**config.mk**
```make
export PLATFORM = sky130hd
export DESIGN_NAME = multi_pattern_byte_substitution_unit
export DESIGN_NICKNAME = d
export VERILOG_FILES = /design/src/rtl/msub_pkg.sv /design/src/rtl/msub_front.sv /design/src/rtl/msub_queue.sv /design/src/rtl/msub_back.sv /design/src/rtl/multi_pattern_byte_substitution_unit.sv
export SDC_FILE = /design/constraint.sdc
export NUM_CORES = 2
export LEC_CHECK = 0
export ABC_AREA = 1
export BUFFER_PORTS_ARGS = -buffer_cell sky130_fd_sc_hd__buf_2
export CAP_MARGIN = 25
export CORE_MARGIN = 4
export CORE_UTILIZATION = 61
export DETAILED_ROUTE_END_ITERATION = 12
export MAX_ROUTING_LAYER = met4
export PLACE_DENSITY = 0.84
export RECOVER_POWER = 100
export SYNTH_ARGS = -nofsm -noshare
export SYNTH_HDL_FRONTEND = slang
export SYNTH_SLANG_ARGS = --single-unit
```
**constraint.sdc**
```tcl
create_clock -name i_clk -period 5.97 [get_ports i_clk]
set_input_delay 1.194 -clock i_clk [delete_from_list [all_inputs] [get_ports i_clk]]
set_output_delay 1.194 -clock i_clk [all_outputs]
set_load 0.005 [all_outputs]
```
**src/rtl/msub_pkg.sv**
```systemverilog
// Shared constants and types of the multi-pattern byte substitution unit.
package msub_pkg;

    localparam int C_REG_W   = 64;
    localparam int C_ADDR_W  = 6;
    localparam int C_CNT_W   = 3;
    localparam int C_LEN_LSB = 56;
    localparam int C_REP_MAX = 7;
    localparam int C_REP_W   = 8 * (C_REP_MAX - 1);

    typedef struct packed {
        logic               fin;
        logic [C_CNT_W-1:0] fill;
    } t_job_ctl;

endpackage

```
**src/rtl/msub_front.sv**
```systemverilog
// Front end: look-ahead window fill and job issue toward the job queue.
module msub_front import msub_pkg::*; #(
    parameter int MAX_PATTERN_LEN = 7
) (
    input  logic                            i_clk,
    input  logic                            i_rst_n,
    input  logic                            i_in_valid,
    output logic                            o_in_stall,
    input  logic [7:0]                      i_data_byte,
    input  logic                            i_final_byte,
    input  logic                            i_q_full,
    output logic                            o_push,
    output logic [MAX_PATTERN_LEN-1:0][7:0] o_job_win,
    output t_job_ctl                        o_job_ctl
);

    logic [MAX_PATTERN_LEN-1:0][7:0] r_win;
    logic [MAX_PATTERN_LEN-1:0][7:0] win_app;
    logic [C_CNT_W-1:0]              r_fill;
    logic [C_CNT_W-1:0]              fill_inc;
    logic                            accept;
    logic                            full;

    always_comb begin
        for (int i = 0; i < MAX_PATTERN_LEN; i++) begin
            win_app[i] = (C_CNT_W'(i) == r_fill) ? i_data_byte : r_win[i];
        end
        fill_inc = r_fill + 1'b1;
        full     = (fill_inc == C_CNT_W'(MAX_PATTERN_LEN));
        accept   = i_in_valid && !i_q_full;
        o_push   = accept && (i_final_byte || full);
    end

    always_ff @(posedge i_clk) begin
        if (!i_rst_n) begin
            r_fill <= '0;
        end else if (accept) begin
            if (i_final_byte) begin
                r_fill <= '0;
            end else if (full) begin
                r_fill <= C_CNT_W'(MAX_PATTERN_LEN - 1);
            end else begin
                r_fill <= fill_inc;
            end
        end
    end

    always_ff @(posedge i_clk) begin
        if (accept) begin
            if (!i_final_byte && full) begin
                r_win <= win_app >> 8;
            end else begin
                r_win <= win_app;
            end
        end
    end

    assign o_in_stall     = i_q_full;
    assign o_job_win      = win_app;
    assign o_job_ctl.fill = fill_inc;
    assign o_job_ctl.fin  = i_final_byte;

endmodule

```
**src/rtl/msub_queue.sv**
```systemverilog
// Two-entry job queue between the front end and the back end.
module msub_queue #(
    parameter int WIDTH = 60
) (
    input  logic             i_clk,
    input  logic             i_rst_n,
    input  logic             i_push,
    input  logic [WIDTH-1:0] i_push_data,
    output logic             o_full,
    output logic             o_valid,
    output logic [WIDTH-1:0] o_data,
    input  logic             i_pop
);

    logic [1:0][WIDTH-1:0] r_mem;
    logic                  r_wp;
    logic                  r_rp;
    logic [1:0]            r_cnt;

    assign o_full  = (r_cnt == 2'd2);
    assign o_valid = (r_cnt != 2'd0);
    assign o_data  = r_mem[r_rp];

    always_ff @(posedge i_clk) begin
        if (!i_rst_n) begin
            r_wp  <= 1'b0;
            r_rp  <= 1'b0;
            r_cnt <= 2'd0;
        end else begin
            if (i_push) begin
                r_wp <= ~r_wp;
            end
            if (i_pop) begin
                r_rp <= ~r_rp;
            end
            if (i_push && !i_pop) begin
                r_cnt <= r_cnt + 2'd1;
            end else if (!i_push && i_pop) begin
                r_cnt <= r_cnt - 2'd1;
            end
        end
    end

    always_ff @(posedge i_clk) begin
        if (i_push) begin
            r_mem[r_wp] <= i_push_data;
        end
    end

endmodule

```
**src/rtl/msub_back.sv**
```systemverilog
// Back end: pattern match, replacement emission, flush and output register.
module msub_back import msub_pkg::*; #(
    parameter int PATTERNS        = 3,
    parameter int MAX_PATTERN_LEN = 7
) (
    input  logic                            i_clk,
    input  logic                            i_rst_n,
    input  logic [PATTERNS-1:0][C_REG_W-1:0] i_search_words,
    input  logic [PATTERNS-1:0][C_REG_W-1:0] i_replace_words,
    input  logic                            i_job_valid,
    input  logic [MAX_PATTERN_LEN-1:0][7:0] i_job_win,
    input  t_job_ctl                        i_job_ctl,
    output logic                            o_job_pop,
    output logic                            o_out_valid,
    input  logic                            i_out_stall,
    output logic [7:0]                      o_out_byte,
    output logic                            o_byte_present,
    output logic                            o_end_of_body
);

    logic [MAX_PATTERN_LEN-1:0][7:0] r_win, n_win;
    logic                            r_busy, n_busy;
    logic                            r_fin, n_fin;
    logic [C_CNT_W-1:0]              r_left, n_left;
    logic [C_CNT_W-1:0]              r_avail, n_avail;
    logic [C_CNT_W-1:0]              r_skip, n_skip;
    logic [C_REP_W-1:0]              r_rep, n_rep;
    logic [C_CNT_W-1:0]              r_rep_cnt, n_rep_cnt;
    logic [7:0]                      r_pend, n_pend;
    logic                            r_pend_v, n_pend_v;
    logic                            r_o_valid;
    logic [7:0]                      r_o_byte;
    logic                            r_o_pres;
    logic                            r_o_end;

    logic                            out_ready;
    logic                            can_go;
    logic                            any_hit;
    logic [C_CNT_W-1:0]              sel_len;
    logic [C_REG_W-1:0]              sel_rep;
    logic [C_CNT_W-1:0]              rl;
    logic                            emit_v;
    logic [7:0]                      emit_b;
    logic                            tail;
    logic                            done;
    logic                            pop;
    logic                            out_load;
    logic [7:0]                      out_b;
    logic                            out_p;
    logic                            out_e;

    assign out_ready = !r_o_valid || !i_out_stall;
    assign can_go    = r_busy && out_ready;

    // first enabled pattern in list order that matches at the oldest position
    always_comb begin
        logic [7:0] len;
        logic       ok;
        any_hit = 1'b0;
        sel_len = '0;
        sel_rep = '0;
        for (int p = PATTERNS - 1; p >= 0; p--) begin
            len = i_search_words[p][C_REG_W-1:C_LEN_LSB];
            ok  = (len != 8'd0) && (len <= 8'(MAX_PATTERN_LEN))
                  && (len <= {5'd0, r_avail});
            for (int i = 0; i < MAX_PATTERN_LEN; i++) begin
                if ((8'(i) < len) && (r_win[i] != i_search_words[p][8*i +: 8])) begin
                    ok = 1'b0;
                end
            end
            if (ok) begin
                any_hit = 1'b1;
                sel_len = len[C_CNT_W-1:0];
                sel_rep = i_replace_words[p];
            end
        end
        if (sel_rep[C_REG_W-1:C_LEN_LSB] > 8'(C_REP_MAX)) begin
            rl = C_CNT_W'(C_REP_MAX);
        end else begin
            rl = sel_rep[C_LEN_LSB +: C_CNT_W];
        end
    end

    always_comb begin
        n_win     = r_win;
        n_busy    = r_busy;
        n_fin     = r_fin;
        n_left    = r_left;
        n_avail   = r_avail;
        n_skip    = r_skip;
        n_rep     = r_rep;
        n_rep_cnt = r_rep_cnt;
        n_pend    = r_pend;
        n_pend_v  = r_pend_v;
        emit_v    = 1'b0;
        emit_b    = r_win[0];
        tail      = 1'b0;

        if (can_go) begin
            if (r_rep_cnt != '0) begin
                emit_v    = 1'b1;
                emit_b    = r_rep[7:0];
                n_rep     = r_rep >> 8;
                n_rep_cnt = r_rep_cnt - 1'b1;
            end else if (r_left != '0) begin
                if (r_skip != '0) begin
                    n_skip = r_skip - 1'b1;
                end else if (any_hit) begin
                    emit_v    = (rl != '0);
                    emit_b    = sel_rep[7:0];
                    n_rep     = sel_rep[C_LEN_LSB-1:8];
                    n_rep_cnt = (rl != '0) ? rl - 1'b1 : '0;
                    n_skip    = sel_len - 1'b1;
                end else begin
                    emit_v = 1'b1;
                end
                n_win   = r_win >> 8;
                n_left  = r_left - 1'b1;
                n_avail = r_avail - 1'b1;
            end else if (r_fin) begin
                tail     = 1'b1;
                n_skip   = '0;
                n_pend_v = 1'b0;
            end
        end

        out_load = 1'b0;
        out_b    = emit_b;
        out_p    = 1'b1;
        out_e    = 1'b0;
        if (tail) begin
            out_load = 1'b1;
            out_b    = r_pend_v ? r_pend : 8'd0;
            out_p    = r_pend_v;
            out_e    = 1'b1;
        end else if (emit_v) begin
            if (r_fin) begin
                // hold the newest byte so the end mark can ride on it
                n_pend   = emit_b;
                n_pend_v = 1'b1;
                if (r_pend_v) begin
                    out_load = 1'b1;
                    out_b    = r_pend;
                end
            end else begin
                out_load = 1'b1;
            end
        end

        done = can_go && (tail || (!r_fin && n_left == '0 && n_rep_cnt == '0));
        if (done) begin
            n_busy = 1'b0;
        end
        pop = i_job_valid && (!r_busy || done);
        if (pop) begin
            n_busy  = 1'b1;
            n_win   = i_job_win;
            n_fin   = i_job_ctl.fin;
            n_avail = i_job_ctl.fill;
            n_left  = i_job_ctl.fin ? i_job_ctl.fill : C_CNT_W'(1);
        end
    end

    always_ff @(posedge i_clk) begin
        if (!i_rst_n) begin
            r_busy    <= 1'b0;
            r_left    <= '0;
            r_skip    <= '0;
            r_rep_cnt <= '0;
            r_pend_v  <= 1'b0;
            r_o_valid <= 1'b0;
        end else begin
            r_busy    <= n_busy;
            r_left    <= n_left;
            r_skip    <= n_skip;
            r_rep_cnt <= n_rep_cnt;
            r_pend_v  <= n_pend_v;
            if (out_load) begin
                r_o_valid <= 1'b1;
            end else if (!i_out_stall) begin
                r_o_valid <= 1'b0;
            end
        end
    end

    always_ff @(posedge i_clk) begin
        r_win   <= n_win;
        r_fin   <= n_fin;
        r_avail <= n_avail;
        r_rep   <= n_rep;
        r_pend  <= n_pend;
        if (out_load) begin
            r_o_byte <= out_b;
            r_o_pres <= out_p;
            r_o_end  <= out_e;
        end
    end

    assign o_job_pop      = pop;
    assign o_out_valid    = r_o_valid;
    assign o_out_byte     = r_o_byte;
    assign o_byte_present = r_o_pres;
    assign o_end_of_body  = r_o_end;

    a_skip_range: assert property (@(posedge i_clk) disable iff (!i_rst_n)
        r_skip <= C_CNT_W'(MAX_PATTERN_LEN - 1))
        else $error("skip count beyond window length");

    a_left_avail: assert property (@(posedge i_clk) disable iff (!i_rst_n)
        r_busy |-> (r_left <= r_avail))
        else $error("positions left exceed visible bytes");

    a_pend_owner: assert property (@(posedge i_clk) disable iff (!i_rst_n)
        r_pend_v |-> (r_busy && r_fin))
        else $error("held byte outside a flush");

    a_idle_rep: assert property (@(posedge i_clk) disable iff (!i_rst_n)
        !r_busy |-> (r_rep_cnt == '0))
        else $error("replacement bytes left while idle");

    a_tail_mark: assert property (@(posedge i_clk) disable iff (!i_rst_n)
        tail |=> (r_o_valid && r_o_end))
        else $error("flush ended without end mark");

endmodule

```
**src/rtl/multi_pattern_byte_substitution_unit.sv**
```systemverilog
// Top level of the multi-pattern byte substitution unit with its register file.
//
//   channel  | handshake                      | payload
//   ---------+--------------------------------+-------------------------------------
//   in       | i_in_valid / o_in_stall        | i_data_byte, i_final_byte
//   out      | o_out_valid / i_out_stall      | o_out_byte, o_byte_present,
//            |                                | o_end_of_body
//   config   | psel, penable, pwrite, pready  | paddr, pwdata, prdata (64-bit)
//
// The back end handles one window position at a time and emits replacement bytes in turn.
// A final byte flushes every window position, with the replacement bytes of each match,
// and then ends with an end mark.
// A result passes through the job queue, the back-end window and the output register.
// Reset is synchronous and active low; registers and window fill return to zero.
// A stalled output holds the back end; a full two-entry job queue stalls the input.
module multi_pattern_byte_substitution_unit import msub_pkg::*; #(
    parameter int PATTERNS        = 3,
    parameter int MAX_PATTERN_LEN = 7
) (
    input  logic                i_clk,
    input  logic                i_rst_n,
    input  logic                i_in_valid,
    output logic                o_in_stall,
    input  logic [7:0]          i_data_byte,
    input  logic                i_final_byte,
    output logic                o_out_valid,
    input  logic                i_out_stall,
    output logic [7:0]          o_out_byte,
    output logic                o_byte_present,
    output logic                o_end_of_body,
    input  logic                psel,
    input  logic                penable,
    input  logic                pwrite,
    input  logic [C_ADDR_W-1:0] paddr,
    input  logic [C_REG_W-1:0]  pwdata,
    output logic [C_REG_W-1:0]  prdata,
    output logic                pready
);

    localparam int NREGS  = 2 * PATTERNS;
    localparam int JOB_W  = 8 * MAX_PATTERN_LEN + $bits(t_job_ctl);

    logic [NREGS-1:0][C_REG_W-1:0]     r_cfg;
    logic [PATTERNS-1:0][C_REG_W-1:0]  search_words;
    logic [PATTERNS-1:0][C_REG_W-1:0]  replace_words;
    logic [2:0]                        reg_idx;
    logic                              cfg_wr;

    logic                              q_full;
    logic                              q_valid;
    logic                              push;
    logic                              pop;
    logic [MAX_PATTERN_LEN-1:0][7:0]   push_win;
    t_job_ctl                          push_ctl;
    logic [JOB_W-1:0]                  q_data;
    logic [MAX_PATTERN_LEN-1:0][7:0]   job_win;
    t_job_ctl                          job_ctl;

    assign reg_idx = paddr[5:3];
    assign cfg_wr  = psel && penable && pwrite;
    assign pready  = 1'b1;

    always_ff @(posedge i_clk) begin
        if (!i_rst_n) begin
            r_cfg <= '0;
        end else begin
            for (int k = 0; k < NREGS; k++) begin
                if (cfg_wr && reg_idx == 3'(k)) begin
                    r_cfg[k] <= pwdata;
                end
            end
        end
    end

    always_comb begin
        prdata = '0;
        for (int k = 0; k < NREGS; k++) begin
            if (reg_idx == 3'(k)) begin
                prdata = r_cfg[k];
            end
        end
        for (int p = 0; p < PATTERNS; p++) begin
            search_words[p]  = r_cfg[2*p];
            replace_words[p] = r_cfg[2*p+1];
        end
    end

    msub_front #(
        .MAX_PATTERN_LEN(MAX_PATTERN_LEN)
    ) u_front (
        .i_clk       (i_clk),
        .i_rst_n     (i_rst_n),
        .i_in_valid  (i_in_valid),
        .o_in_stall  (o_in_stall),
        .i_data_byte (i_data_byte),
        .i_final_byte(i_final_byte),
        .i_q_full    (q_full),
        .o_push      (push),
        .o_job_win   (push_win),
        .o_job_ctl   (push_ctl)
    );

    msub_queue #(
        .WIDTH(JOB_W)
    ) u_queue (
        .i_clk      (i_clk),
        .i_rst_n    (i_rst_n),
        .i_push     (push),
        .i_push_data({push_ctl, push_win}),
        .o_full     (q_full),
        .o_valid    (q_valid),
        .o_data     (q_data),
        .i_pop      (pop)
    );

    assign job_win = q_data[8*MAX_PATTERN_LEN-1:0];
    assign job_ctl = q_data[JOB_W-1:8*MAX_PATTERN_LEN];

    msub_back #(
        .PATTERNS       (PATTERNS),
        .MAX_PATTERN_LEN(MAX_PATTERN_LEN)
    ) u_back (
        .i_clk          (i_clk),
        .i_rst_n        (i_rst_n),
        .i_search_words (search_words),
        .i_replace_words(replace_words),
        .i_job_valid    (q_valid),
        .i_job_win      (job_win),
        .i_job_ctl      (job_ctl),
        .o_job_pop      (pop),
        .o_out_valid    (o_out_valid),
        .i_out_stall    (i_out_stall),
        .o_out_byte     (o_out_byte),
        .o_byte_present (o_byte_present),
        .o_end_of_body  (o_end_of_body)
    );

endmodule

```
# After elaboration in Yosys (flattened, before gate mapping)
# Index checks and enable logic that the tools add are counted.
[totals] output_inout_bits=77 reg_bits=705
[classes] eq_ne=38 order_cmp=31 muxes=116 n_addsub=9 n_bitwise=4 reduce_logical=81
[ops] cell="$mux 64" n=9
[ops] cell="$mux 56" n=4
[ops] cell="$mux 48" n=4
[ops] cell="$mux 60" n=3
[ops] cell="$ne 8x8->1" n=21
[ops] cell="$mux 8" n=17
[ops] cell="$bwmux 120" n=1
[ops] cell="$mux 3" n=25
[ops] cell="$lt 3x8->1 const A" n=9
[ops] cell="$demux 60 s1" n=1
[ops] cell="$mux 1" n=49
[ops] cell="$lt 1x8->1 const A" n=6
[ops] cell="$lt 2x8->1 const A" n=6
[ops] cell="$logic_and 1x1->1" n=46
[ops] cell="$mux 40" n=1
[ops] cell="$le 8x3->1" n=3
[ops] cell="$le 8x3->1 const B" n=3
[ops] cell="$reduce_bool 8->1" n=3
[ops] cell="$sub 3x1->3 const B" n=6
[ops] cell="$reduce_bool 2->1" n=8
[ops] cell="$logic_not 3->1" n=4
[ops] cell="$reduce_bool 3->1" n=4
[ops] cell="$eq 3x3->1 const A" n=3
[ops] cell="$eq 3x3->1 const B" n=3
[ops] cell="other kinds (20)" n=40

# Logic depth before layout (Yosys ltp)
[logic_depth] ltp_word=31 mapped_depth=31

# Modules after synthesis
# From an unflattened synthesis, not the netlist that was laid out.
[hier_totals] cells_unflattened=4413 hier_area_um2=35108.7
[modules_own_cells] module="multi_pattern_byte_substitution_unit" seq_area_each_um2=7687.4 n_inst=1 cells_each=2258 area_per_inst_um2=16012.9
[modules_own_cells] module="msub_back" seq_area_each_um2=4023.9 n_inst=1 cells_each=1490 area_per_inst_um2=10750.3
[modules_own_cells] module="msub_queue" seq_area_each_um2=3683.5 n_inst=1 cells_each=220 area_per_inst_um2=4832.1
[modules_own_cells] module="msub_front" seq_area_each_um2=1741.7 n_inst=1 cells_each=445 area_per_inst_um2=3513.4

# Worst setup path after synthesis
# Ideal clock, no wire load.
[synth_timing] path_type="input port to flip-flop" start="input port i_out_stall" end="register u_back.r_avail[0] (enable)" path_slack_ns=1.320 t_arrival_ns=4.232 cell_stages=14 path_cell_list="nand2_1 > nand2_1 > nor2_1 > nand2_1 > a21oi_1 > inv_1 > or3_1 > a21oi_2 > nand3_2 > nand2_4 > nand2_4 > buf_6 > buf_6 > nand2_1"
[synth_via] elab_chain_len=13 word_cells_on_any_way=18
[synth_rtl] item="from (decl)" line_no="multi_pattern_byte_substitution_unit.sv:27" rtl="input logic i_out_stall,"
[synth_rtl] item="$logic_not 1->1 (*)" line_no="msub_back.sv:52" rtl="assign out_ready = !r_o_valid || !i_out_stall;"
[synth_rtl] item="$logic_or 1x1->1 (*)" line_no="msub_back.sv:52"
[synth_rtl] item="$logic_and 1x1->1 (*)" line_no="msub_back.sv:53" rtl="assign can_go = r_busy && out_ready;"
[synth_rtl] item="$mux 3" line_no="msub_back.sv:99" rtl="if (can_go) begin"
[synth_rtl] item="$logic_not 3->1" line_no="msub_back.sv:150" rtl="done = can_go && (tail || (!r_fin && n_left == '0 && n_rep_cnt == '0));"
[synth_rtl] item="$logic_and 1x1->1 (2 in series)" line_no="msub_back.sv:150"
[synth_rtl] item="$logic_or 1x1->1" line_no="msub_back.sv:150"
[synth_rtl] item="$logic_and 1x1->1" line_no="msub_back.sv:150"
[synth_rtl] item="$logic_or 1x1->1" line_no="msub_back.sv:154" rtl="pop = i_job_valid && (!r_busy || done);"
[synth_rtl] item="$logic_and 1x1->1" line_no="msub_back.sv:154"
[synth_rtl] item="$ne 2x2->1 (no line) / $reduce_bool 2->1 (equally long branches)"
[synth_rtl] item="$reduce_and 3->1 (no line) (*)"
[synth_rtl] item="to (signal assigned)" line_no="msub_back.sv:189" rtl="r_avail <= n_avail;"
[synth_rtl] item="to (decl)" line_no="msub_back.sv:25" rtl="logic [C_CNT_W-1:0] r_avail, n_avail;"
# Mark *: on every way between the ends. The rest lies on a longest branch, timed or not.
# A chain may end at the register's enable or synchronous reset.

# Worst setup path after layout
[layout_timing] start="input port paddr[3]" end="output port prdata[2]"
[layout_via] elab_chain_len=7 word_cells_on_any_way=12
[layout_rtl] item="from (decl)" line_no="multi_pattern_byte_substitution_unit.sv:34" rtl="input logic [C_ADDR_W-1:0] paddr,"
[layout_rtl] item="$logic_not 3->1" line_no="multi_pattern_byte_substitution_unit.sv:78" rtl="if (reg_idx == 3'(k)) begin"
[layout_rtl] item="$mux 64 (5 in series)" line_no="multi_pattern_byte_substitution_unit.sv:78"
[layout_rtl] item="$mux 64 (*)" line_no="multi_pattern_byte_substitution_unit.sv:78"
[layout_rtl] item="to (decl)" line_no="multi_pattern_byte_substitution_unit.sv:36" rtl="output logic [C_REG_W-1:0] prdata,"
# Marked as above.

==> impl_metrics.ini <==
[clock_network]
path_clk_slew_ps = 60
cts_setup_buffers = 0
cts_buffers = 75
root_buffer = clkbuf_16
cts_tree = done
insertion_delay_ps = 630
cts_hold_buf = 0
clock_sinks = 705
cts_buffer_depth = 3
cts_resized = 0
htreeDepth = 3

[timing]
setup_viol = 0
rsz0062_at_grt = false
skew_ps = 23.87
max_freq_mhz = 181.0
setup_tns_ps = 0
fin_crit_sh_pct = 92.54
maxSlewHeadroom_pct = -189.1
worstMarginPinSlew_ps = 4337
worst_slack_ps = 445.3
slew_viol_final = 767
hold_viol = 0
finalCriticalPeriod_ps = 5525

[setup_path]
cp_max_fo = 57
crit_start = paddr[3]
critPathArrivalTime_ps = 4330
r2r_start = u_queue.r_rp$_SDFFE_PN0N_
setup.worst_path.class = primary input to output port
crit_path_start_kind = primary input
crit_required_ps = 4780
worstSetupEndpointType = output port

[route]
wl_met2_mm = 47.99
drt-met1-wl_mm = 38.36
vias = 30810
highest_layer = met4
drtAntennaViolNets = 0
wl_met3_mm = 14.93
drt_iter0_markers = 4822
drc = 0
wl_per_cell_um = 21.99
wl_mm = 108.5
first_pass_iters = 9
viasPerCell = 6.241

[global_route]
grt_max_degree = 242
grt_usage_pct = 36.74
grt_pass1_vias = 28970
grt-ovfl-total = 0
grt_pass1_wl_mm = 165.2
antenna_found_initial = 14

[flow_run]
max-cap-violations = 13

[logic_synthesis]
async_flop_share_pct = 0
ys_top_cells_by_area = edfxtp_1, dfxtp_1, o21ai_0
yosys_register_bits = 705
synthFlopType = dfxtp_1
ys_warn_count = 0
synth_common_cells = nand2_1, o21ai_0, nor2_1, dfxtp_1, inv_1
ys_seq_area_share_pct = 51.23
synth.net_count = 4236
synth_edf_count = 302
synthCells = 4128
yosys.area.top_type_share_pct = 27.11
post-synth-top-count-cell = nand2_1
yosysUniqueCellTypes = 51
avgSynthCellArea_um2 = 8.102
yosys.area.top_type = edfxtp_1
syn_area_mm2 = 0.03345

[power_and_ir_drop]
p_switching_mw = 5.505
powerDensity_mw_per_mm2 = 424.8
swShare_pct = 35.05
p_int_mw = 10.20
combPwrFrac_pct = 26.2
leakage_nw = 14.91
clock_power_share_pct = 30.1
ir_drop_mv = 0.3504
sequentialPowerShare_pct = 43.7

[floorplan]
die_x_um = 242.2
dieArea_mm2 = 0.05864
initial_utilization_pct = 61.91
num_rows = 85
die_h_um = 242.2
ioPinCount = 163
core_area_mm2 = 0.05403

[layout]
register_area_mm2 = 0.01714
fillCellCount = 4191
fin_nets = 4271
multiInputGateArea_mm2 = 0.01407
stdcell_area_mm2 = 0.03697
drive_gt1_share_pct = 6.864
area_delta_synth_final_pct = 10.54

[min_path]
min_from = u_back.r_skip[2]$_SDFFE_PN0P_
hold_class = flip-flop to flip-flop

[place]
port_buffers = 158
dp_hpwl_mm = 67.25
gp_congestion = 0.9357
place_area_mm2 = 0.03472
pre_cts_slack_ps = 1142

[outcome]
status = complete, but fails checks
violations = max-capacitance violations, max-slew violations
==> worst max-delay path, cell delays in order <==
cell and delay [ps]:
buf_2 100, inv_1 90, nor3_1 180, clkbuf_2 1450
inv_2 510, o22ai_1 380, a221oi_1 120, nand3_1 180
clkbuf_1 130
==> area by class of cell <==
| cell class | instances | share of cell area [%] |
|---|---|---|
| tap | 696 | 2.355 |
| multi-input combinational | 2839 | 38.06 |
| sequential | 705 | 46.36 |
| clock inverter | 29 | 0.6599 |
| inverter | 334 | 3.398 |
| clock buffer | 110 | 6.075 |
| timing repair buffer | 208 | 2.981 |
| antenna | 16 | 0.1083 |
==> cell families after synthesis <==
family / Yosys count / synth area share (%)
AOI/OAI and AO/OA: 1086 / 18.38
xor gates and xnor gates: 114 / 2.985
adders and majority gates: 22 / 0.8230
buffers and inverters: 584 / 6.719
DFF: 705 / 51.23
muxes: 51 / 1.526
other: 1 / 0.01121
and+or+nand+nor: 1565 / 18.33
==> power by group through the flow <==
stage / combinational (mW) / sequential [mW] / clock [mW]
finish: 4.11 / 6.86 / 4.73
global route: 4.55 / 6.89 / 4.94
CTS: 4.10 / 6.78 / 4.74
detailed placement: 4.05 / 6.88 / 0
global placement: 3.91 / 6.85 / 0
floorplan: 2.90 / 6.56 / 0
==> stage by stage <==
step	hold slack, ps	std cells	power [mW]	util, %
4_1_cts	473.4	4921	15.62	68.87
3_5_place_dp	460.9	4782	10.93	64.26
5_1_grt	486.3	4935	16.38	68.42
6_report	473.9	4937	15.71	68.43
2_1_floorplan	439.0	4128	9.458	-
3_3_place_gp	450.9	4779	10.76	64.14
==> registers in the layout (all words and copies together), names as in the netlist, 2 cells and up <==
| signal | flops |
|---|---|
| u_back.r_rep_cnt | 3 |
| u_front.r_fill | 3 |
| u_back.r_avail | 3 |
| u_back.r_pend | 8 |
| u_queue.r_cnt | 2 |
| u_back.r_skip | 3 |
| u_back.r_rep | 48 |
| r_cfg | 384 |
| u_back.o_out_byte | 8 |
| u_queue.r_mem | 120 |
| u_front.r_win | 56 |
| u_back.r_win | 56 |
| u_back.r_left | 3 |
==> placed cells by master (no fill, tap or decap), types with 3 or more instances in the layout <==
cell type / instances
a21oi_1: 230
a221oi_1: 50
a22o_1: 35
buf_12: 4
buf_2: 97
buf_4: 25
bufinv_16: 4
clkbuf_1: 89
clkbuf_16: 81
clkbuf_2: 8
clkbuf_8: 11
clkinv_1: 15
clkinv_2: 14
dfxtp_1: 402
diode_2: 16
edfxtp_1: 302
ha_1: 22
inv_1: 312
inv_2: 14
mux2i_1: 51
nand2_1: 809
nand2_2: 3
nand3_1: 89
nand4_1: 8
nor2_1: 598
nor2_2: 6
nor2_4: 5
nor3_1: 32
o2111ai_1: 4
o211ai_1: 47
o21a_1: 12
o21ai_0: 649
o221ai_1: 43
o22ai_1: 6
xnor2_1: 96
xor2_1: 18
==> metal layers <==
layer,vias to the layer above,global-route usage (%)
met4,0,20.56
met1,14100,45.36
met5,-,-
li1,13920,-
met3,513,9.330
met2,2278,55.42
==> path summary, 6_finish.rpt <==
kind / endpoint / slack [ps] / depth (start not counted)
setup / recovery: prdata[2] / 450 / 9
hold / removal: u_back.r_skip[2]$_SDFFE_PN0P_ / 470 / 2
setup reg to reg: u_back.r_left[2]$_SDFF_PN0_ / 740 / 5
hold reg to reg: u_back.r_skip[2]$_SDFFE_PN0P_ / 470 / 2
Power figures use the tool's default switching activity.
